**config.mk**
```make
export PLATFORM = sky130hd
export DESIGN_NAME = feedback_servo_angle_turn_tracker
export DESIGN_NICKNAME = d
export VERILOG_FILES = /design/src/design/fsatt_pkg.sv /design/src/design/fsatt_front.sv /design/src/design/fsatt_queue.sv /design/src/design/fsatt_div.sv /design/src/design/fsatt_back.sv /design/src/design/feedback_servo_angle_turn_tracker.sv
export SDC_FILE = /design/constraint.sdc
export NUM_CORES = 1
export LEC_CHECK = 0
export ABC_CLOCK_PERIOD_IN_PS = 8800
export BUFFER_PORTS_ARGS = -buffer_cell sky130_fd_sc_hd__buf_4
export CORE_ASPECT_RATIO = 0.8
export CORE_MARGIN = 2
export CORE_UTILIZATION = 31
export DETAILED_ROUTE_END_ITERATION = 10
export MAX_ROUTING_LAYER = met4
export SETUP_SLACK_MARGIN = 0.15
export SYNTH_ARGS = -nofsm -noshare
export SYNTH_HDL_FRONTEND = slang
export SYNTH_SLANG_ARGS = --single-unit
```
**constraint.sdc**
```tcl
create_clock -name clk -period 8.8 [get_ports clk]
set_input_delay 0.88 -clock clk [delete_from_list [all_inputs] [get_ports clk]]
set_output_delay 0.88 -clock clk [all_outputs]
set_load 0.01 [all_outputs]
```
**src/design/fsatt_pkg.sv**
```systemverilog
// shared types, widths and constants of the feedback servo angle and turn tracker
// used by every module of the block; depends on nothing
`timescale 1ns / 1ps

package fsatt_pkg;

    // field widths
    localparam int TICKS_W    = 24;
    localparam int ANGLE_W    = 12;
    localparam int TURN_W     = 16;
    localparam int CAP_W      = 16;
    localparam int DUTY_W     = 14;
    localparam int PERIOD_W   = 16;
    localparam int CFG_IDX_W  = 2;
    localparam int CFG_DATA_W = 16;

    // divider shape: 16 quotient bits, one per step
    localparam int DIV_NUM_W = 32;
    localparam int DIV_DEN_W = 16;
    localparam int DIV_Q_W   = 16;

    // datapath widths of the back end
    localparam int PROD1_W  = 38;   // ticks * 10000
    localparam int PROD2_W  = 27;   // |duty offset| * 3600, offset clamped to 15 bits
    localparam int DENOM_W  = 15;
    localparam int DIFF_W   = 18;
    localparam int DMAG_W   = 15;

    // depth of the queue between front and back
    localparam int QUEUE_DEPTH = 2;

    // register indexes
    localparam logic [CFG_IDX_W-1:0] CFG_DUTY_MIN = 2'd0;
    localparam logic [CFG_IDX_W-1:0] CFG_DUTY_MAX = 2'd1;
    localparam logic [CFG_IDX_W-1:0] CFG_PERIOD   = 2'd2;

    // register reset values
    localparam logic [DUTY_W-1:0]   DUTY_MIN_RST = 14'd290;
    localparam logic [DUTY_W-1:0]   DUTY_MAX_RST = 14'd9710;
    localparam logic [PERIOD_W-1:0] PERIOD_RST   = 16'd1100;

    // arithmetic constants
    localparam logic [13:0]         CENTI_FULL        = 14'd10000;
    localparam logic [15:0]         CENTI_ONE_PERCENT = 16'd100;
    localparam logic [ANGLE_W-1:0]  TENTHS_FULL       = 12'd3600;
    localparam logic [ANGLE_W-1:0]  ANGLE_TOP         = 12'd3590;
    localparam logic [ANGLE_W-1:0]  ANGLE_MAX         = 12'd3599;
    localparam logic [ANGLE_W-1:0]  QUAD_LOW          = 12'd900;
    localparam logic [ANGLE_W-1:0]  QUAD_HIGH         = 12'd2700;
    localparam logic [DMAG_W-1:0]   DMAG_MAX          = 15'h7FFF;

    typedef struct packed {
        logic [DUTY_W-1:0]   duty_min;
        logic [DUTY_W-1:0]   duty_max;
        logic [PERIOD_W-1:0] period;
    } cfg_t;

    typedef struct packed {
        logic                 start;
        logic [DIV_NUM_W-1:0] dividend;
        logic [DIV_DEN_W-1:0] divisor;
    } div_req_t;

    typedef struct packed {
        logic               done;
        logic [DIV_Q_W-1:0] quotient;
    } div_rsp_t;

    typedef enum logic [2:0] {
        B_IDLE,
        B_DUTY,
        B_DUTY_WAIT,
        B_SCALE,
        B_ANGLE_DIV,
        B_ANGLE_WAIT,
        B_FINISH
    } back_state_t;

endpackage

```
**src/design/fsatt_front.sv**
```systemverilog
// front end: edge pairing, overflow counting and pulse length measurement
// depends on fsatt_pkg
`timescale 1ns / 1ps

module fsatt_front
    import fsatt_pkg::*;
#(
    parameter int TIMER_BITS = 16,
    parameter int WRAP_BITS  = 8
)
(
    input  logic               clk,
    input  logic               rst_n,
    input  logic               accept,
    input  logic               edge_seen,
    input  logic [CAP_W-1:0]   capture_value,
    input  logic               overflow_seen,
    output logic               q_push,
    output logic [TICKS_W-1:0] q_data
);

    localparam int SUM_RAW = TIMER_BITS + WRAP_BITS + 2;
    localparam int SUM_W   = (SUM_RAW > TICKS_W + 2) ? SUM_RAW : TICKS_W + 2;
    localparam logic [CAP_W-1:0] CAP_MASK = (TIMER_BITS >= CAP_W) ? {CAP_W{1'b1}}
                                          : CAP_W'((64'd1 << TIMER_BITS) - 64'd1);
    localparam logic [SUM_W-1:0] TICKS_TOP = {{(SUM_W - TICKS_W){1'b0}}, {TICKS_W{1'b1}}};

    logic [CAP_W-1:0]     rise_stamp_reg;
    logic                 pulse_open_reg;
    logic [WRAP_BITS-1:0] wrap_count_reg;

    logic [CAP_W-1:0]     cap_m;
    logic [SUM_W-1:0]     span_sum;
    logic                 span_neg;
    logic                 span_big;

    assign cap_m    = capture_value & CAP_MASK;
    // signed span plus overflow weight, msb is the sign
    assign span_sum = SUM_W'(cap_m) - SUM_W'(rise_stamp_reg)
                    + (SUM_W'(wrap_count_reg) << TIMER_BITS);
    assign span_neg = span_sum[SUM_W-1];
    assign span_big = !span_neg && (span_sum > TICKS_TOP);

    assign q_push = accept && edge_seen && pulse_open_reg;
    assign q_data = span_neg ? '0 : (span_big ? {TICKS_W{1'b1}} : span_sum[TICKS_W-1:0]);

    always_ff @(posedge clk or negedge rst_n)
    begin
        if (!rst_n)
        begin
            rise_stamp_reg <= '0;
            pulse_open_reg <= 1'b0;
            wrap_count_reg <= '0;
        end
        else if (accept)
        begin
            if (edge_seen && !pulse_open_reg)
            begin
                // opening edge; an overflow in the same event already counts
                rise_stamp_reg <= cap_m;
                pulse_open_reg <= 1'b1;
                wrap_count_reg <= WRAP_BITS'(overflow_seen);
            end
            else if (edge_seen)
            begin
                // closing edge; a same-event overflow is dropped
                pulse_open_reg <= 1'b0;
            end
            else if (overflow_seen && pulse_open_reg && (wrap_count_reg != {WRAP_BITS{1'b1}}))
            begin
                wrap_count_reg <= wrap_count_reg + 1'b1;
            end
        end
    end

endmodule

```
**src/design/fsatt_queue.sv**
```systemverilog
// short queue of measured pulse lengths between front and back
// depends on fsatt_pkg
`timescale 1ns / 1ps

module fsatt_queue
    import fsatt_pkg::*;
(
    input  logic               clk,
    input  logic               rst_n,
    input  logic               push,
    input  logic [TICKS_W-1:0] push_data,
    output logic               full,
    input  logic               pop,
    output logic [TICKS_W-1:0] pop_data,
    output logic               empty
);

    localparam int IDX_W = (QUEUE_DEPTH > 1) ? $clog2(QUEUE_DEPTH) : 1;
    localparam int CNT_W = $clog2(QUEUE_DEPTH + 1);
    localparam logic [IDX_W-1:0] LAST_IDX = IDX_W'(QUEUE_DEPTH - 1);

    logic [TICKS_W-1:0] entry_reg [QUEUE_DEPTH];
    logic [IDX_W-1:0]   wr_ptr_reg;
    logic [IDX_W-1:0]   rd_ptr_reg;
    logic [CNT_W-1:0]   count_reg;
    logic               do_push;
    logic               do_pop;

    assign full     = (count_reg == CNT_W'(QUEUE_DEPTH));
    assign empty    = (count_reg == '0);
    assign do_push  = push && !full;
    assign do_pop   = pop && !empty;
    assign pop_data = entry_reg[rd_ptr_reg];

    always_ff @(posedge clk)
    begin
        if (do_push)
        begin
            entry_reg[wr_ptr_reg] <= push_data;
        end
    end

    always_ff @(posedge clk or negedge rst_n)
    begin
        if (!rst_n)
        begin
            wr_ptr_reg <= '0;
            rd_ptr_reg <= '0;
            count_reg  <= '0;
        end
        else
        begin
            if (do_push)
            begin
                wr_ptr_reg <= (wr_ptr_reg == LAST_IDX) ? '0 : wr_ptr_reg + 1'b1;
            end
            if (do_pop)
            begin
                rd_ptr_reg <= (rd_ptr_reg == LAST_IDX) ? '0 : rd_ptr_reg + 1'b1;
            end
            if (do_push && !do_pop)
            begin
                count_reg <= count_reg + 1'b1;
            end
            else if (do_pop && !do_push)
            begin
                count_reg <= count_reg - 1'b1;
            end
        end
    end

endmodule

```
**src/design/fsatt_div.sv**
```systemverilog
// shared restoring divider, one quotient bit per cycle
// depends on fsatt_pkg; caller guarantees the quotient fits DIV_Q_W bits
`timescale 1ns / 1ps

module fsatt_div
    import fsatt_pkg::*;
(
    input  logic     clk,
    input  logic     rst_n,
    input  div_req_t req,
    output div_rsp_t rsp
);

    localparam int CNT_W = $clog2(DIV_Q_W + 1);

    logic                 busy_reg;
    logic [CNT_W-1:0]     cnt_reg;
    logic [DIV_DEN_W-1:0] rem_reg;
    logic [DIV_Q_W-1:0]   lo_reg;
    logic [DIV_DEN_W-1:0] den_reg;

    logic [DIV_DEN_W:0]   trial;
    logic [DIV_DEN_W:0]   diff;
    logic                 ge;

    assign trial = {rem_reg, lo_reg[DIV_Q_W-1]};
    assign diff  = trial - {1'b0, den_reg};
    assign ge    = (trial >= {1'b0, den_reg});

    assign rsp.done     = busy_reg && (cnt_reg == '0);
    assign rsp.quotient = lo_reg;

    always_ff @(posedge clk or negedge rst_n)
    begin
        if (!rst_n)
        begin
            busy_reg <= 1'b0;
            cnt_reg  <= '0;
        end
        else if (req.start)
        begin
            busy_reg <= 1'b1;
            cnt_reg  <= CNT_W'(DIV_Q_W);
        end
        else if (busy_reg)
        begin
            if (cnt_reg == '0)
            begin
                busy_reg <= 1'b0;
            end
            else
            begin
                cnt_reg <= cnt_reg - 1'b1;
            end
        end
    end

    always_ff @(posedge clk)
    begin
        if (req.start)
        begin
            rem_reg <= req.dividend[DIV_NUM_W-1:DIV_Q_W];
            lo_reg  <= req.dividend[DIV_Q_W-1:0];
            den_reg <= req.divisor;
        end
        else if (busy_reg && (cnt_reg != '0))
        begin
            rem_reg <= ge ? diff[DIV_DEN_W-1:0] : trial[DIV_DEN_W-1:0];
            lo_reg  <= {lo_reg[DIV_Q_W-2:0], ge};
        end
    end

endmodule

```
**src/design/fsatt_back.sv**
```systemverilog
// back end: duty, angle and turn tracking, result register
// depends on fsatt_pkg; drives the shared divider fsatt_div
`timescale 1ns / 1ps

module fsatt_back
    import fsatt_pkg::*;
(
    input  logic                     clk,
    input  logic                     rst_n,
    input  cfg_t                     cfg,
    input  logic                     q_empty,
    input  logic [TICKS_W-1:0]       q_data,
    output logic                     q_pop,
    output div_req_t                 div_req,
    input  div_rsp_t                 div_rsp,
    input  logic                     res_pop,
    output logic                     res_empty,
    output logic [ANGLE_W-1:0]       angle_tenths,
    output logic signed [TURN_W-1:0] turn_total,
    output logic [TICKS_W-1:0]       pulse_ticks
);

    back_state_t state_reg;
    back_state_t state_next;

    logic [TICKS_W-1:0]       ticks_work_reg;
    logic [PROD1_W-1:0]       prod1_reg;
    logic [DIV_Q_W-1:0]       duty_reg;
    logic [PROD2_W-1:0]       prod2_reg;
    logic                     neg_reg;
    logic [DENOM_W-1:0]       denom_reg;
    logic [DIV_Q_W-1:0]       qmag_reg;
    logic [TICKS_W-1:0]       res_ticks_reg;
    logic                     res_valid_reg;
    logic [ANGLE_W-1:0]       last_angle_reg;
    logic signed [TURN_W-1:0] turn_store_reg;

    logic [PERIOD_W-1:0]      period_eff;
    logic                     fits1;
    logic                     fits2;
    logic [DIFF_W-1:0]        d_diff;
    logic [DIFF_W-1:0]        d_flip;
    logic [DIFF_W-2:0]        d_abs;
    logic [DMAG_W-1:0]        d_mag;
    logic [15:0]              denom_raw;
    logic [DENOM_W-1:0]       denom_eff;
    logic [ANGLE_W-1:0]       angle_new;
    logic                     turn_inc;
    logic                     turn_dec;
    logic                     pop_ok;
    logic                     res_load;

    assign pop_ok    = res_pop && res_valid_reg;
    assign res_empty = !res_valid_reg;

    // zero period acts as one
    assign period_eff = (cfg.period == '0) ? PERIOD_W'(1) : cfg.period;
    assign fits1      = (prod1_reg[PROD1_W-1:DIV_Q_W] < (PROD1_W - DIV_Q_W)'(period_eff));

    // duty offset, magnitude clamped: beyond the divisor the angle saturates anyway
    assign d_diff = {{(DIFF_W - DIV_Q_W){1'b0}}, duty_reg}
                  - {{(DIFF_W - DUTY_W){1'b0}}, cfg.duty_min};
    assign d_flip = -d_diff;
    assign d_abs  = d_diff[DIFF_W-1] ? d_flip[DIFF_W-2:0] : d_diff[DIFF_W-2:0];
    assign d_mag  = (d_abs > (DIFF_W - 1)'(DMAG_MAX)) ? DMAG_MAX : d_abs[DMAG_W-1:0];

    // non-positive divisor acts as one
    assign denom_raw = {2'b00, cfg.duty_max} - {2'b00, cfg.duty_min} + CENTI_ONE_PERCENT;
    assign denom_eff = (denom_raw[15] || (denom_raw == '0)) ? DENOM_W'(1)
                     : denom_raw[DENOM_W-1:0];
    assign fits2     = (DENOM_W'(prod2_reg[PROD2_W-1:DIV_Q_W]) < denom_reg);

    always_comb
    begin
        if (neg_reg)
        begin
            angle_new = (qmag_reg >= DIV_Q_W'(ANGLE_MAX - ANGLE_TOP)) ? ANGLE_MAX
                      : ANGLE_TOP + qmag_reg[ANGLE_W-1:0];
        end
        else
        begin
            angle_new = (qmag_reg >= DIV_Q_W'(ANGLE_TOP)) ? '0
                      : ANGLE_TOP - qmag_reg[ANGLE_W-1:0];
        end
    end

    assign turn_inc = (angle_new < QUAD_LOW) && (last_angle_reg > QUAD_HIGH);
    assign turn_dec = (last_angle_reg < QUAD_LOW) && (angle_new > QUAD_HIGH);

    always_comb
    begin
        state_next       = state_reg;
        q_pop            = 1'b0;
        res_load         = 1'b0;
        div_req.start    = 1'b0;
        div_req.dividend = prod1_reg[DIV_NUM_W-1:0];
        div_req.divisor  = period_eff;
        case (state_reg)
            B_IDLE:
            begin
                if (!q_empty)
                begin
                    q_pop      = 1'b1;
                    state_next = B_DUTY;
                end
            end
            B_DUTY:
            begin
                if (fits1)
                begin
                    div_req.start = 1'b1;
                    state_next    = B_DUTY_WAIT;
                end
                else
                begin
                    state_next = B_SCALE;
                end
            end
            B_DUTY_WAIT:
            begin
                if (div_rsp.done)
                begin
                    state_next = B_SCALE;
                end
            end
            B_SCALE:
            begin
                state_next = B_ANGLE_DIV;
            end
            B_ANGLE_DIV:
            begin
                div_req.dividend = DIV_NUM_W'(prod2_reg);
                div_req.divisor  = DIV_DEN_W'(denom_reg);
                if (fits2)
                begin
                    div_req.start = 1'b1;
                    state_next    = B_ANGLE_WAIT;
                end
                else
                begin
                    state_next = B_FINISH;
                end
            end
            B_ANGLE_WAIT:
            begin
                if (div_rsp.done)
                begin
                    state_next = B_FINISH;
                end
            end
            B_FINISH:
            begin
                if (!res_valid_reg || res_pop)
                begin
                    res_load   = 1'b1;
                    state_next = B_IDLE;
                end
            end
            default:
            begin
                state_next = B_IDLE;
            end
        endcase
    end

    always_ff @(posedge clk or negedge rst_n)
    begin
        if (!rst_n)
        begin
            state_reg      <= B_IDLE;
            res_valid_reg  <= 1'b0;
            last_angle_reg <= '0;
            turn_store_reg <= '0;
        end
        else
        begin
            state_reg <= state_next;
            if (res_load)
            begin
                res_valid_reg  <= 1'b1;
                last_angle_reg <= angle_new;
                if (turn_inc && (turn_store_reg != 16'sh7FFF))
                begin
                    turn_store_reg <= turn_store_reg + 16'sd1;
                end
                else if (turn_dec && (turn_store_reg != 16'sh8000))
                begin
                    turn_store_reg <= turn_store_reg - 16'sd1;
                end
            end
            else if (pop_ok)
            begin
                res_valid_reg <= 1'b0;
            end
        end
    end

    always_ff @(posedge clk)
    begin
        case (state_reg)
            B_IDLE:
            begin
                if (q_pop)
                begin
                    ticks_work_reg <= q_data;
                    prod1_reg      <= PROD1_W'(q_data) * PROD1_W'(CENTI_FULL);
                end
            end
            B_DUTY:
            begin
                if (!fits1)
                begin
                    duty_reg <= '1;
                end
            end
            B_DUTY_WAIT:
            begin
                if (div_rsp.done)
                begin
                    duty_reg <= div_rsp.quotient;
                end
            end
            B_SCALE:
            begin
                prod2_reg <= PROD2_W'(d_mag) * PROD2_W'(TENTHS_FULL);
                neg_reg   <= d_diff[DIFF_W-1];
                denom_reg <= denom_eff;
            end
            B_ANGLE_DIV:
            begin
                if (!fits2)
                begin
                    qmag_reg <= '1;
                end
            end
            B_ANGLE_WAIT:
            begin
                if (div_rsp.done)
                begin
                    qmag_reg <= div_rsp.quotient;
                end
            end
            B_FINISH:
            begin
                if (res_load)
                begin
                    res_ticks_reg <= ticks_work_reg;
                end
            end
            default:
            begin
            end
        endcase
    end

    assign angle_tenths = last_angle_reg;
    assign turn_total   = turn_store_reg;
    assign pulse_ticks  = res_ticks_reg;

`ifndef SYNTHESIS
    a_done_in_wait: assert property (@(posedge clk) disable iff (!rst_n)
        div_rsp.done |-> (state_reg == B_DUTY_WAIT || state_reg == B_ANGLE_WAIT))
        else $error("divider finished outside a wait state");

    a_angle_range: assert property (@(posedge clk) disable iff (!rst_n)
        res_valid_reg |-> (last_angle_reg <= ANGLE_MAX))
        else $error("angle out of range");

    a_state_hold: assert property (@(posedge clk) disable iff (!rst_n)
        !res_load |=> ($stable(turn_store_reg) && $stable(last_angle_reg)))
        else $error("tracking state changed without a result");

    a_finish_stall: assert property (@(posedge clk) disable iff (!rst_n)
        (state_reg == B_FINISH && res_valid_reg && !res_pop) |=> (state_reg == B_FINISH))
        else $error("result overwritten before transfer");
`endif

endmodule

```
**src/design/feedback_servo_angle_turn_tracker.sv**
```systemverilog
// top level of the feedback servo angle and turn tracker
// depends on fsatt_pkg, fsatt_front, fsatt_queue, fsatt_div, fsatt_back
`timescale 1ns / 1ps

// Decodes the feedback pwm line of a continuous rotation servo from timer events.
// Each event pushed in may carry an edge capture, a timer overflow or both (the
// edge is handled first). Edges alternate opening and closing a pulse; overflows
// are counted while a pulse is open. Every closing edge yields one result with the
// angle in tenths of a degree (0..3599), the saturating signed turn count and the
// measured high time in ticks. A closing edge is measured combinationally in the
// front end and queued (two entries); the back end then uses one shared 16-step
// restoring divider twice (duty, then angle), skipping the division when a
// quotient is known to saturate. Input stalls (full) only once the queue holds two
// unprocessed pulses; results wait in an output register while the back end goes
// on up to its next result. Registers are written through the cfg channel, which
// is always ready, and should only change while the block is idle.

module feedback_servo_angle_turn_tracker
    import fsatt_pkg::*;
#(
    parameter int TIMER_BITS = 16,
    parameter int WRAP_BITS  = 8
)
(
    input  logic                     clk,
    input  logic                     rst_n,
    // event input
    input  logic                     push,
    output logic                     full,
    input  logic                     edge_seen,
    input  logic [CAP_W-1:0]         capture_value,
    input  logic                     overflow_seen,
    // result output
    output logic                     empty,
    input  logic                     pop,
    output logic [ANGLE_W-1:0]       angle_tenths,
    output logic signed [TURN_W-1:0] turn_total,
    output logic [TICKS_W-1:0]       pulse_ticks,
    // register writes
    input  logic                     cfg_valid,
    output logic                     cfg_ready,
    input  logic [CFG_IDX_W-1:0]     cfg_index,
    input  logic [CFG_DATA_W-1:0]    cfg_data
);

    cfg_t               cfg_reg;
    logic               in_xfer;
    logic               q_push;
    logic [TICKS_W-1:0] q_push_data;
    logic               q_full;
    logic               q_pop;
    logic [TICKS_W-1:0] q_pop_data;
    logic               q_empty;
    div_req_t           div_req;
    div_rsp_t           div_rsp;

    // input transfer whenever the queue has room, even with a result waiting
    assign full      = q_full;
    assign in_xfer   = push && !q_full;
    assign cfg_ready = 1'b1;

    // register file; unknown indexes are dropped
    always_ff @(posedge clk or negedge rst_n)
    begin
        if (!rst_n)
        begin
            cfg_reg.duty_min <= DUTY_MIN_RST;
            cfg_reg.duty_max <= DUTY_MAX_RST;
            cfg_reg.period   <= PERIOD_RST;
        end
        else if (cfg_valid)
        begin
            case (cfg_index)
                CFG_DUTY_MIN: cfg_reg.duty_min <= cfg_data[DUTY_W-1:0];
                CFG_DUTY_MAX: cfg_reg.duty_max <= cfg_data[DUTY_W-1:0];
                CFG_PERIOD:   cfg_reg.period   <= cfg_data[PERIOD_W-1:0];
                default:
                begin
                end
            endcase
        end
    end

    // front: edge pairing and pulse length, one event per cycle while the queue is not full
    fsatt_front #(
        .TIMER_BITS (TIMER_BITS),
        .WRAP_BITS  (WRAP_BITS)
    ) u_front (
        .clk           (clk),
        .rst_n         (rst_n),
        .accept        (in_xfer),
        .edge_seen     (edge_seen),
        .capture_value (capture_value),
        .overflow_seen (overflow_seen),
        .q_push        (q_push),
        .q_data        (q_push_data)
    );

    // decouples measurement from the slow duty and angle math
    fsatt_queue u_queue (
        .clk       (clk),
        .rst_n     (rst_n),
        .push      (q_push),
        .push_data (q_push_data),
        .full      (q_full),
        .pop       (q_pop),
        .pop_data  (q_pop_data),
        .empty     (q_empty)
    );

    // one divider shared by the duty and angle steps
    fsatt_div u_div (
        .clk   (clk),
        .rst_n (rst_n),
        .req   (div_req),
        .rsp   (div_rsp)
    );

    // back: duty, angle, turn tracking and the result register
    fsatt_back u_back (
        .clk          (clk),
        .rst_n        (rst_n),
        .cfg          (cfg_reg),
        .q_empty      (q_empty),
        .q_data       (q_pop_data),
        .q_pop        (q_pop),
        .div_req      (div_req),
        .div_rsp      (div_rsp),
        .res_pop      (pop),
        .res_empty    (empty),
        .angle_tenths (angle_tenths),
        .turn_total   (turn_total),
        .pulse_ticks  (pulse_ticks)
    );

endmodule
```
==> results.sh, run 1 <==
export IMPL_outcome="finished clean"
export IMPL_hp_class="primary input to asynchronous set/reset pin"
export IMPL_cts_buffers=41
export IMPL_cp_required_ns=9.11
export IMPL_ir_worst_vdd_mv=0.3651
export IMPL_crit_start="cfg_reg[35]$_DFFE_PN1P_"
export IMPL_p_sw_mw=4.810
export IMPL_routed_wl_mm=57.29
export IMPL_area_growth_synth_to_final_pct=13.00
export IMPL_slew_headroom_pct=18.37
export IMPL_final_hold_violation_count=0
export IMPL_ys_flop_type="edfxtp_1"
export IMPL_synth_seq_cells=356
export IMPL_htree_levels=2
export IMPL_critPathArrivalTime_ns=7.64
export IMPL_cp_start_kind="flip-flop"
export IMPL_largest_reg_flops=48
export IMPL_drt_initial_drc_count=1304
export IMPL_die_w_um=321.2
export IMPL_synth_compound_area_share_pct=12.34
export IMPL_antenna_found_initial=0
export IMPL_postLayoutCoreUtil_pct=35.21
export IMPL_async_flop_share_pct=31.18
export IMPL_power_frac_clock_pct=15.2
export IMPL_fin_hold_ws_ns=0.3231
export IMPL_p_leak_nw=12.27
export IMPL_crit_slowest_cell="dfstp_2"
export IMPL_cts_tree="built"
export IMPL_grt_pass1_wl_mm=91.47
export IMPL_pwr_share_comb_pct=62.3
export IMPL_synth_fp_nets=2819
export IMPL_synth_top_family_by_area="adder cells"
export IMPL_crit_family="compound AO/OA/AOI/OAI gates"
export IMPL_syn_area_um2=24950
export IMPL_first_pass_iters=5
export IMPL_via_count=17340
export IMPL_ctsResizeCount=0
export IMPL_synthCells=2424
export IMPL_post_route_min_period_ns=7.321
export IMPL_viasPerCell=4.818
export IMPL_drive_gt1_share_pct=10.41
export IMPL_synth_xor_area_share_pct=5.723
export IMPL_cpPeakStageDelay_ns=0.51
export IMPL_fin_crit_sh_pct=83.20
export IMPL_die_h_um=257.7
export IMPL_fillers=8058
export IMPL_worstSetupPathType="flip-flop to flip-flop"
export IMPL_setup_viol=0
export IMPL_antenna_left=0
export IMPL_synth_edf_count=245
export IMPL_worst_pin_slew_ns=1.194
export IMPL_syn_area_per_cell_um2=10.29
export IMPL_synthSimpleGateAreaFrac_pct=10.85
export IMPL_drc=0
export IMPL_rr_startpoint="cfg_reg[35]$_DFFE_PN1P_"
export IMPL_core_area_um2=80060
export IMPL_worstPathMaxFanout=24
export IMPL_cp_num_buf_inv=5
export IMPL_clk_path_buf_depth=3
export IMPL_yosys_warnings=0
export IMPL_cap_violations=0
export IMPL_seq_area_frac_synth_pct=40.71
export IMPL_gp_congestion=0.9146
export IMPL_dp_cells=3527
export IMPL_cts_sinks=356
export IMPL_grt_max_degree=74
export IMPL_layout_nets=2920
export IMPL_endpoint_kind="flip-flop"
export IMPL_port_buffers=94
export IMPL_post_cts_buffers=0
export IMPL_boundaryPins=96
export IMPL_yosys_top_cells_area="edfxtp_1 29%, ha_1 14%, dfrtp_1 9.5%"
export IMPL_yosysUniqueCellTypes=77
export IMPL_yosys_area_share_adder_pct=20.36
export IMPL_grtUsageTotal_pct=14.26
export IMPL_report_final_slew_viol_count=0
export IMPL_first_global_vias=16390
export IMPL_tns_ns=0
export IMPL_power_density_nw_per_um2=400.3
export IMPL_skew_ns=0.01725
export IMPL_intPower_mw=6.475
export IMPL_clk_latency_ns=0.56
export IMPL_synthMuxAreaShare_pct=3.872
export IMPL_clk_pin_slew_ns=0.06
export IMPL_final_cell_mix="346 x inv_1, 274 x ha_1, 245 x edfxtp_1, 204 x nand2_1, 151 x o21ai_0"
export IMPL_holdBufCountCts=0
export IMPL_synth_top_cell_by_area="edfxtp_1"
export IMPL_overflow=0
export IMPL_start_util_pct=31.16
export IMPL_cts_root_buf="clkbuf_16"
export IMPL_dieArea_um2=82770
export IMPL_layout_cells_non_filler=3600
export IMPL_finalPower_mw=11.28
export IMPL_pwr_share_seq_pct=22.5
export IMPL_wl_per_cell_um=15.91
export IMPL_max_freq_ghz=0.1366
export IMPL_p_sw_share_pct=42.62
export IMPL_final_common_cell="inv_1"
export IMPL_synth_top_cell_area_share_pct=29.49
export IMPL_dpl_hpwl_mm=43.98
export IMPL_num_antenna_cells=0
export IMPL_rsz0062_at_grt="false"
export IMPL_rows=93
==> cell type report <==
class	count	area, um^2	share of cell area [%]
clock buffers	55	1109	3.933
clock inverters	18	190.2	0.6747
inverters	349	1310	4.647
multi-input cells	1666	13290	47.13
flip-flops and latches	356	10150	36.02
well taps	1045	1308	4.638
repair buffers	111	833.3	2.956
==> cells in the mapped netlist (22+ instances only) <==
cell type	count
a21o_1	42
a21oi_1	129
clkbuf_1	42
dfrtp_1	95
edfxtp_1	245
fa_1	80
ha_1	274
inv_1	348
mux2_2	44
mux2i_1	47
nand2_1	204
nand2b_1	36
nand3_1	38
nor2_1	92
nor2b_1	22
nor3_1	36
o21ai_0	151
xnor2_1	104
xor2_1	59
==> power by group through the flow <==
stage	registers [mW]	logic, mW	clock network (mW)
final	2.54	7.03	1.71
after detailed placement	2.57	7.03	0
after CTS	2.54	7.10	1.76
after global routing	2.55	8.19	1.83
after global placement	2.57	6.97	0
after floorplan	2.55	5.62	0
==> metal layers <==
layer  up-vias  share of wire [%]  wire length (um)  global-route usage (%)
met4         0                1.4               783                   2.661
met3        55                7.0              4002                   2.714
li1       8643                  -                 -                       -
met5         -                  0                 0                       -
met2       446                 40             22750                   19.43
met1      8199                 52             29760                   21.75
==> path summary, 6_finish.rpt <==
path	end	slack [ns]	cells after the start
max	u_back.prod2_reg[25]$_DFFE_PP_	1.48	31
min	u_front.rise_stamp_reg[0]$_DFFE_PN0P_	0.32	1
max in group asynchronous	u_back.angle_tenths[6]$_DFFE_PN0P_	6.99	2
max reg2reg	u_back.prod2_reg[25]$_DFFE_PP_	1.48	31
min in group clk	u_back.pulse_ticks[7]$_DFFE_PP_	0.42	0
min reg2reg	u_back.pulse_ticks[7]$_DFFE_PP_	0.42	0
==> cells by family (layout without fill, tap and decap cells) <==
group,after synthesis,after routing
buffers and inverters,402,533
other,1,1
adder cells (fa/ha/maj),359,359
AND/OR/NAND/NOR,558,558
flip-flops,356,356
AO/OA/AOI/OAI,494,494
multiplexers,91,91
XOR/XNOR,163,163
==> per-stage QoR <==
stage	setup WS [ns]	area (um^2)
detailed placement	1.533	26890
finish	1.479	28190
global route	0.8067	28190
global placement	1.534	26890
CTS	1.483	28190
floorplan	2.141	24950
Note: power is estimated with default switching activity, not from simulation.
==> inputs of run 2 (changes only) <==
Settings changed: ABC_AREA from default to 1, ABC_CLOCK_PERIOD_IN_PS 8800 to 6800.
Clock period 8.8 ns to 6.8 ns, I/O delays scaled along.
==> run 2 against run 1 <==
  * Register-to-register slack worse by 0.78 ns
  * Clock skew up 0.012 ns
  * Sequential share of layout area down 1.2 points
  * Critical endpoint unchanged
  * Largest power group unchanged
  * Highest routed layer unchanged
==> results.sh, run 2 <==
export IMPL_outcome="finished clean"
export IMPL_worstPathMaxFanout=6
export IMPL_yosys_warnings=0
export IMPL_synth_xor_area_share_pct=4.385
export IMPL_power_density_nw_per_um2=420.7
export IMPL_syn_area_per_cell_um2=8.665
export IMPL_setup_viol=0
export IMPL_layout_nets=3471
export IMPL_cp_start_kind="flip-flop"
export IMPL_wl_per_cell_um=15.11
export IMPL_post_cts_buffers=0
export IMPL_syn_area_um2=25710
export IMPL_area_growth_synth_to_final_pct=13.31
export IMPL_clk_path_buf_depth=3
export IMPL_drc=0
export IMPL_drive_gt1_share_pct=9.714
export IMPL_fin_crit_sh_pct=89.74
export IMPL_holdBufCountCts=0
export IMPL_htree_levels=2
export IMPL_gp_congestion=0.8851
export IMPL_start_util_pct=31.27
export IMPL_clk_pin_slew_ns=0.06
export IMPL_final_cell_mix="686 x nand2_1, 507 x inv_1, 274 x ha_1, 245 x edfxtp_1, 194 x o21ai_0"
export IMPL_drt_initial_drc_count=1519
export IMPL_yosys_area_share_adder_pct=19.56
export IMPL_synth_fp_nets=3362
export IMPL_fillers=8387
export IMPL_dieArea_um2=85270
export IMPL_max_freq_ghz=0.1639
export IMPL_die_w_um=326.0
export IMPL_cpPeakStageDelay_ns=0.59
export IMPL_critPathArrivalTime_ns=6.42
export IMPL_design_area_um2=29130
export IMPL_yosys_top_cells_area="edfxtp_1 29%, ha_1 13%, nand2_1 10%"
export IMPL_endpoint_kind="flip-flop"
export IMPL_regArea_um2=10150
export IMPL_synth_edf_count=245
export IMPL_routed_wl_mm=63.69
export IMPL_grt_max_degree=66
export IMPL_report_final_slew_viol_count=0
export IMPL_netlist_top_cells_count="688 x nand2_1, 508 x inv_1, 274 x ha_1, 245 x edfxtp_1, 195 x o21ai_0"
export IMPL_layout_setup_ws_ns=0.6979
export IMPL_fin_hold_ws_ns=0.07169
export IMPL_grtUsageTotal_pct=15.53
export IMPL_rows=94
export IMPL_cts_tree="built"
export IMPL_skew_ns=0.02915
export IMPL_p_leak_nw=13.98
export IMPL_ys_flop_type="edfxtp_1"
export IMPL_rsz0062_at_grt="false"
export IMPL_multi_input_area_um2=13390
export IMPL_critPathMostFrequentCell="nand2_1"
export IMPL_final_hold_violation_count=0
export IMPL_overflow=0
export IMPL_seq_area_frac_synth_pct=39.50
export IMPL_ir_worst_vdd_mv=0.3119
export IMPL_dpl_cell_area_um2=27730
export IMPL_port_buffers=94
export IMPL_cts_buffers=42
export IMPL_slew_headroom_pct=24.61
export IMPL_viasPerCell=4.587
export IMPL_clk_latency_ns=0.59
export IMPL_cap_violations=0
export IMPL_cts_sinks=356
export IMPL_yosysUniqueCellTypes=58
export IMPL_die_h_um=261.6
export IMPL_grt_pass1_wl_mm=103.0
export IMPL_synthSimpleGateAreaFrac_pct=18.16
export IMPL_finalPower_mw=12.26
export IMPL_first_pass_iters=6
export IMPL_antenna_left=0
export IMPL_cts_root_buf="clkbuf_16"
export IMPL_crit_slowest_cell="dfstp_2"
export IMPL_synth_seq_cells=356
export IMPL_synth_most_common_cell="nand2_1"
export IMPL_antenna_found_initial=2
export IMPL_final_common_cell="nand2_1"
export IMPL_synth_compound_area_share_pct=9.870
export IMPL_synthCells=2967
export IMPL_boundaryPins=96
export IMPL_hp_class="primary input to asynchronous set/reset pin"
export IMPL_tns_ns=0
export IMPL_first_global_vias=18950
export IMPL_synth_top_family_by_area="adder cells"
export IMPL_dp_slack_ns=0.6079
export IMPL_synth_top_cell_area_share_pct=28.62
export IMPL_async_flop_share_pct=31.18
export IMPL_post_route_min_period_ns=6.102
export IMPL_worst_pin_slew_ns=1.127
export IMPL_synth_top_cell_by_area="edfxtp_1"
export IMPL_core_area_um2=82210
export IMPL_cp_required_ns=7.12
export IMPL_synthMuxAreaShare_pct=0
export IMPL_dpl_hpwl_mm=50.63
export IMPL_largest_reg_flops=48
export IMPL_worstSetupPathType="flip-flop to flip-flop"
export IMPL_via_count=19330
[run 2: cells by family after synthesis]
| family | Yosys count |
|---|---|
| simple gates | 1096 |
| compound gates | 460 |
| flops | 356 |
| other cells | 1 |
| fa+ha+maj | 354 |
| xor+xnor | 127 |
| buf+inv | 573 |
[run 2: critical path: cells and delay by family (launching register included)]
kind            cells  cell delay, ns
buf+inv             4            0.25
fa+ha+maj           6            2.05
xor+xnor            3            0.71
compound gates      7            1.12
flops               1            0.59
simple gates       11            1.14
[run 2: worst paths after layout]
| kind | from | endpoint | slack [ns] | cells past startpoint |
|---|---|---|---|---|
| hold / removal | rst_n | u_queue.rd_ptr_reg$_DFFE_PN0P_ | 0.07 | 1 |
| max in group asynchronous | rst_n | cfg_reg[20]$_DFFE_PN0P_ | 5.18 | 3 |
| hold reg to reg | u_back.ticks_work_reg[4]$_DFFE_PP_ | u_back.pulse_ticks[4]$_DFFE_PP_ | 0.42 | 0 |
| setup / recovery | cfg_reg[31]$_DFFE_PN1P_ | u_back.prod2_reg[25]$_DFFE_PP_ | 0.70 | 31 |
| setup reg to reg | cfg_reg[31]$_DFFE_PN1P_ | u_back.prod2_reg[25]$_DFFE_PP_ | 0.70 | 31 |
| min in group clk | capture_value[4] | u_front.rise_stamp_reg[4]$_DFFE_PN0P_ | 0.33 | 3 |
[run 2: per-layer routing]
metal / share of wire, % / wire length (um) / GRT usage [%] / vias up
met5: 0 / 0 / - / -
met4: 2.3 / 1496 / 4.032 / 0
met3: 4.4 / 2815 / 2.113 / 84
met2: 44 / 28230 / 24.20 / 365
met1: 49 / 31150 / 21.24 / 8995
li1: - / - / - / 9886
[run 2: area by class of cell]
type / instances / share of cell area (%)
clock inverters: 24 / 0.9062
diodes: 1 / 0.008590
clock buffers: 53 / 3.853
flip-flops and latches: 356 / 34.86
well taps: 1104 / 4.742
inverters: 527 / 6.799
repair buffers: 111 / 2.860
multi-input cells: 2038 / 45.97
[run 2: where the power goes]
part	switching (mW)	leakage [nW]	total [mW]	internal [mW]
Clock	0.948	0.674	2.28	1.34
Sequential	0.0808	3.65	3.00	2.92
Combinational	4.34	9.65	6.97	2.63
[run 2: through the flow]
| stage | utilization (%) | cells |
|---|---|---|
| floorplan | - | 2967 |
| global placement | 33.73 | 4136 |
| detailed placement | 33.73 | 4136 |
| CTS | 35.42 | 4213 |
| global route | 35.44 | 4214 |
| finish | 35.44 | 4214 |
[run 2: timing repair]
action,4_1_cts,5_1_grt
endpoints found under the setup margin,0,3
resized for setup,0,5
endpoints found under the hold margin,0,0
==> inputs of run 3 (changes only) <==
Settings changed: CORE_UTILIZATION 31 to 51, GPL_ROUTABILITY_DRIVEN from default to 0, PLACE_DENSITY from default to 0.68.
==> run 3 against run 2 <==
  * Setup slack worse by 0.13 ns
  * Highest routed layer unchanged
  * Critical path depth up 1
  * Critical path type unchanged
  * Register-to-register slack worse by 0.13 ns
  * Fmax down 2.1%
  * Count of clock-buffer cells in the layout down 1
  * Clock skew up 0.013 ns
  * Hold slack better by 0.080 ns
  * First-iteration DRC count down 2.0%
  * Die area down 39%
  * Power up 0.11%
  * Utilization up 22 points
  * Sequential power about the same
==> results.sh, run 3 (synthesis gave the netlist of run 2 again) <==
export IMPL_outcome="finished clean"
export IMPL_htree_levels=2
export IMPL_antenna_found_initial=0
export IMPL_clk_path_buf_depth=3
export IMPL_reg2reg_slack_ns=0.57
export IMPL_via_count=20040
export IMPL_worstPathMaxFanout=17
export IMPL_die_w_um=255.0
export IMPL_fin_crit_sh_pct=91.66
export IMPL_viasPerCell=5.310
export IMPL_cts_tree="built"
export IMPL_drive_gt1_share_pct=9.393
export IMPL_crit_start="cfg_reg[30]$_DFFE_PN0P_"
export IMPL_ir_worst_vdd_mv=0.3881
export IMPL_worstSetupPathType="flip-flop to flip-flop"
export IMPL_grt_pass1_wl_mm=102.5
export IMPL_wl_per_cell_um=16.70
export IMPL_slew_headroom_pct=17.45
export IMPL_rsz0062_at_grt="false"
export IMPL_port_buffers=94
export IMPL_routed_wl_mm=63.02
export IMPL_setup_viol=0
export IMPL_antenna_left=0
export IMPL_crit_slowest_cell="fa_1"
export IMPL_critPathMostFrequentCell="nand2_1"
export IMPL_hp_class="primary input to asynchronous set/reset pin"
export IMPL_first_global_vias=19510
export IMPL_post_cts_buffers=0
export IMPL_critPathArrivalTime_ns=6.56
export IMPL_max_freq_ghz=0.1604
export IMPL_drt_initial_drc_count=1488
export IMPL_cpPeakStageDelay_ns=0.53
export IMPL_fillers=4437
export IMPL_overflow=0
export IMPL_die_h_um=204.8
export IMPL_dp_cells=3700
export IMPL_grt_max_degree=66
export IMPL_num_antenna_cells=0
export IMPL_clk_pin_slew_ns=0.06
export IMPL_endpoint_kind="flip-flop"
export IMPL_grtUsageTotal_pct=25.66
export IMPL_clk_latency_ns=0.59
export IMPL_first_pass_iters=5
export IMPL_cp_endpoint="u_back.prod2_reg[25]$_DFFE_PP_"
export IMPL_post_route_min_period_ns=6.233
export IMPL_p_leak_nw=13.88
export IMPL_dpl_hpwl_mm=49.38
export IMPL_r2r_cells=32
export IMPL_cts_buffers=40
export IMPL_final_cell_mix="686 x nand2_1, 507 x inv_1, 274 x ha_1, 245 x edfxtp_1, 195 x o21ai_0"
export IMPL_rows=73
export IMPL_final_common_cell="nand2_1"
export IMPL_final_hold_violation_count=0
export IMPL_design_area_um2=28430
export IMPL_cp_required_ns=7.13
export IMPL_largest_reg_flops=48
export IMPL_drc=0
export IMPL_tns_ns=0
export IMPL_power_density_nw_per_um2=431.6
export IMPL_cp_start_kind="flip-flop"
export IMPL_core_area_um2=49780
export IMPL_layout_nets=3462
export IMPL_dieArea_um2=52230
export IMPL_layout_cells_non_filler=3773
export IMPL_cap_violations=0
export IMPL_worst_pin_slew_ns=1.237
export IMPL_cts_sinks=356
export IMPL_area_growth_synth_to_final_pct=10.58
export IMPL_r2r_end="u_back.prod2_reg[25]$_DFFE_PP_"
export IMPL_boundaryPins=96
export IMPL_report_final_slew_viol_count=0
export IMPL_rr_startpoint="cfg_reg[30]$_DFFE_PN0P_"
export IMPL_fin_hold_ws_ns=0.1518
export IMPL_dpl_cell_area_um2=27150
export IMPL_cts_root_buf="clkbuf_16"
export IMPL_start_util_pct=51.65
export IMPL_skew_ns=0.04220
[run 3: cell count changes in the layout (fill, tap and decap cells not counted), moves of 2 or more]
cell | previous run | this run
inv_6 | 3 | 1
bufinv_16 | 4 | 2
clkbuf_8 | 3 | 0
buf_4 | 111 | 104
clkbuf_1 | 8 | 10
[run 3: how the worst min path moves through the flow]
stage / startpoint / end / cells past startpoint
2_1_floorplan: rst_n / cfg_reg[0]$_DFFE_PN0P_ / 0
3_3_place_gp: u_back.ticks_work_reg[14]$_DFFE_PP_ / u_back.pulse_ticks[14]$_DFFE_PP_ / 0
3_5_place_dp: u_back.ticks_work_reg[21]$_DFFE_PP_ / u_back.pulse_ticks[21]$_DFFE_PP_ / 0
4_1_cts: rst_n / cfg_reg[42]$_DFFE_PN0P_ / 1
5_1_grt: rst_n / cfg_reg[27]$_DFFE_PN0P_ / 1
6_report: rst_n / cfg_reg[42]$_DFFE_PN0P_ / 1
[run 3: per-stage QoR]
stage,setup slack (ns),power [mW],util [%]
floorplan,1.234,8.353,-
global placement,0.7646,9.851,54.53
detailed placement,0.6159,10.08,54.53
CTS,0.6028,12.26,57.08
global route,0.1864,13.42,57.11
finish,0.5674,12.27,57.11
[run 3: layout make-up]
cell class / count / area [um^2] / area share, %
timing repair buffer: 104 / 780.7 / 2.746
tap: 675 / 844.6 / 2.971
multi-input combinational: 2038 / 13400 / 47.15
clock inverter: 21 / 178.9 / 0.6293
clock buffer: 52 / 1089 / 3.829
inverter: 527 / 1978 / 6.958
sequential: 356 / 10150 / 35.72
[run 3: worst max-delay path: cells and delay by family, from the launching register on]
| family | cells | cell delay, ns |
|---|---|---|
| AND/OR/NAND/NOR | 13 | 1.51 |
| XOR/XNOR | 1 | 0.14 |
| AO/OA/AOI/OAI | 6 | 0.97 |
| flip-flops | 1 | 0.41 |
| buffers and inverters | 5 | 0.37 |
| adder cells (fa/ha/maj) | 7 | 2.60 |
[run 3: repair_timing]
item	4_1_cts	5_1_grt
hold buffers	0	0
resized for setup	0	3
endpoints found under the hold margin	0	0
endpoints found under the setup margin	0	1
[run 3: power breakdown]
part | internal [mW] | switching (mW)
combinational | 2.62 | 4.50
sequential | 2.92 | 0.0828
clock | 1.21 | 0.929
[run 3: layer usage]
layer	GRT usage, %	routed length [um]	vias up
li1	-	-	9877
met1	34.99	28870	9483
met2	39.92	28740	554
met3	2.795	3260	122
met4	9.064	2156	0
met5	-	0	-
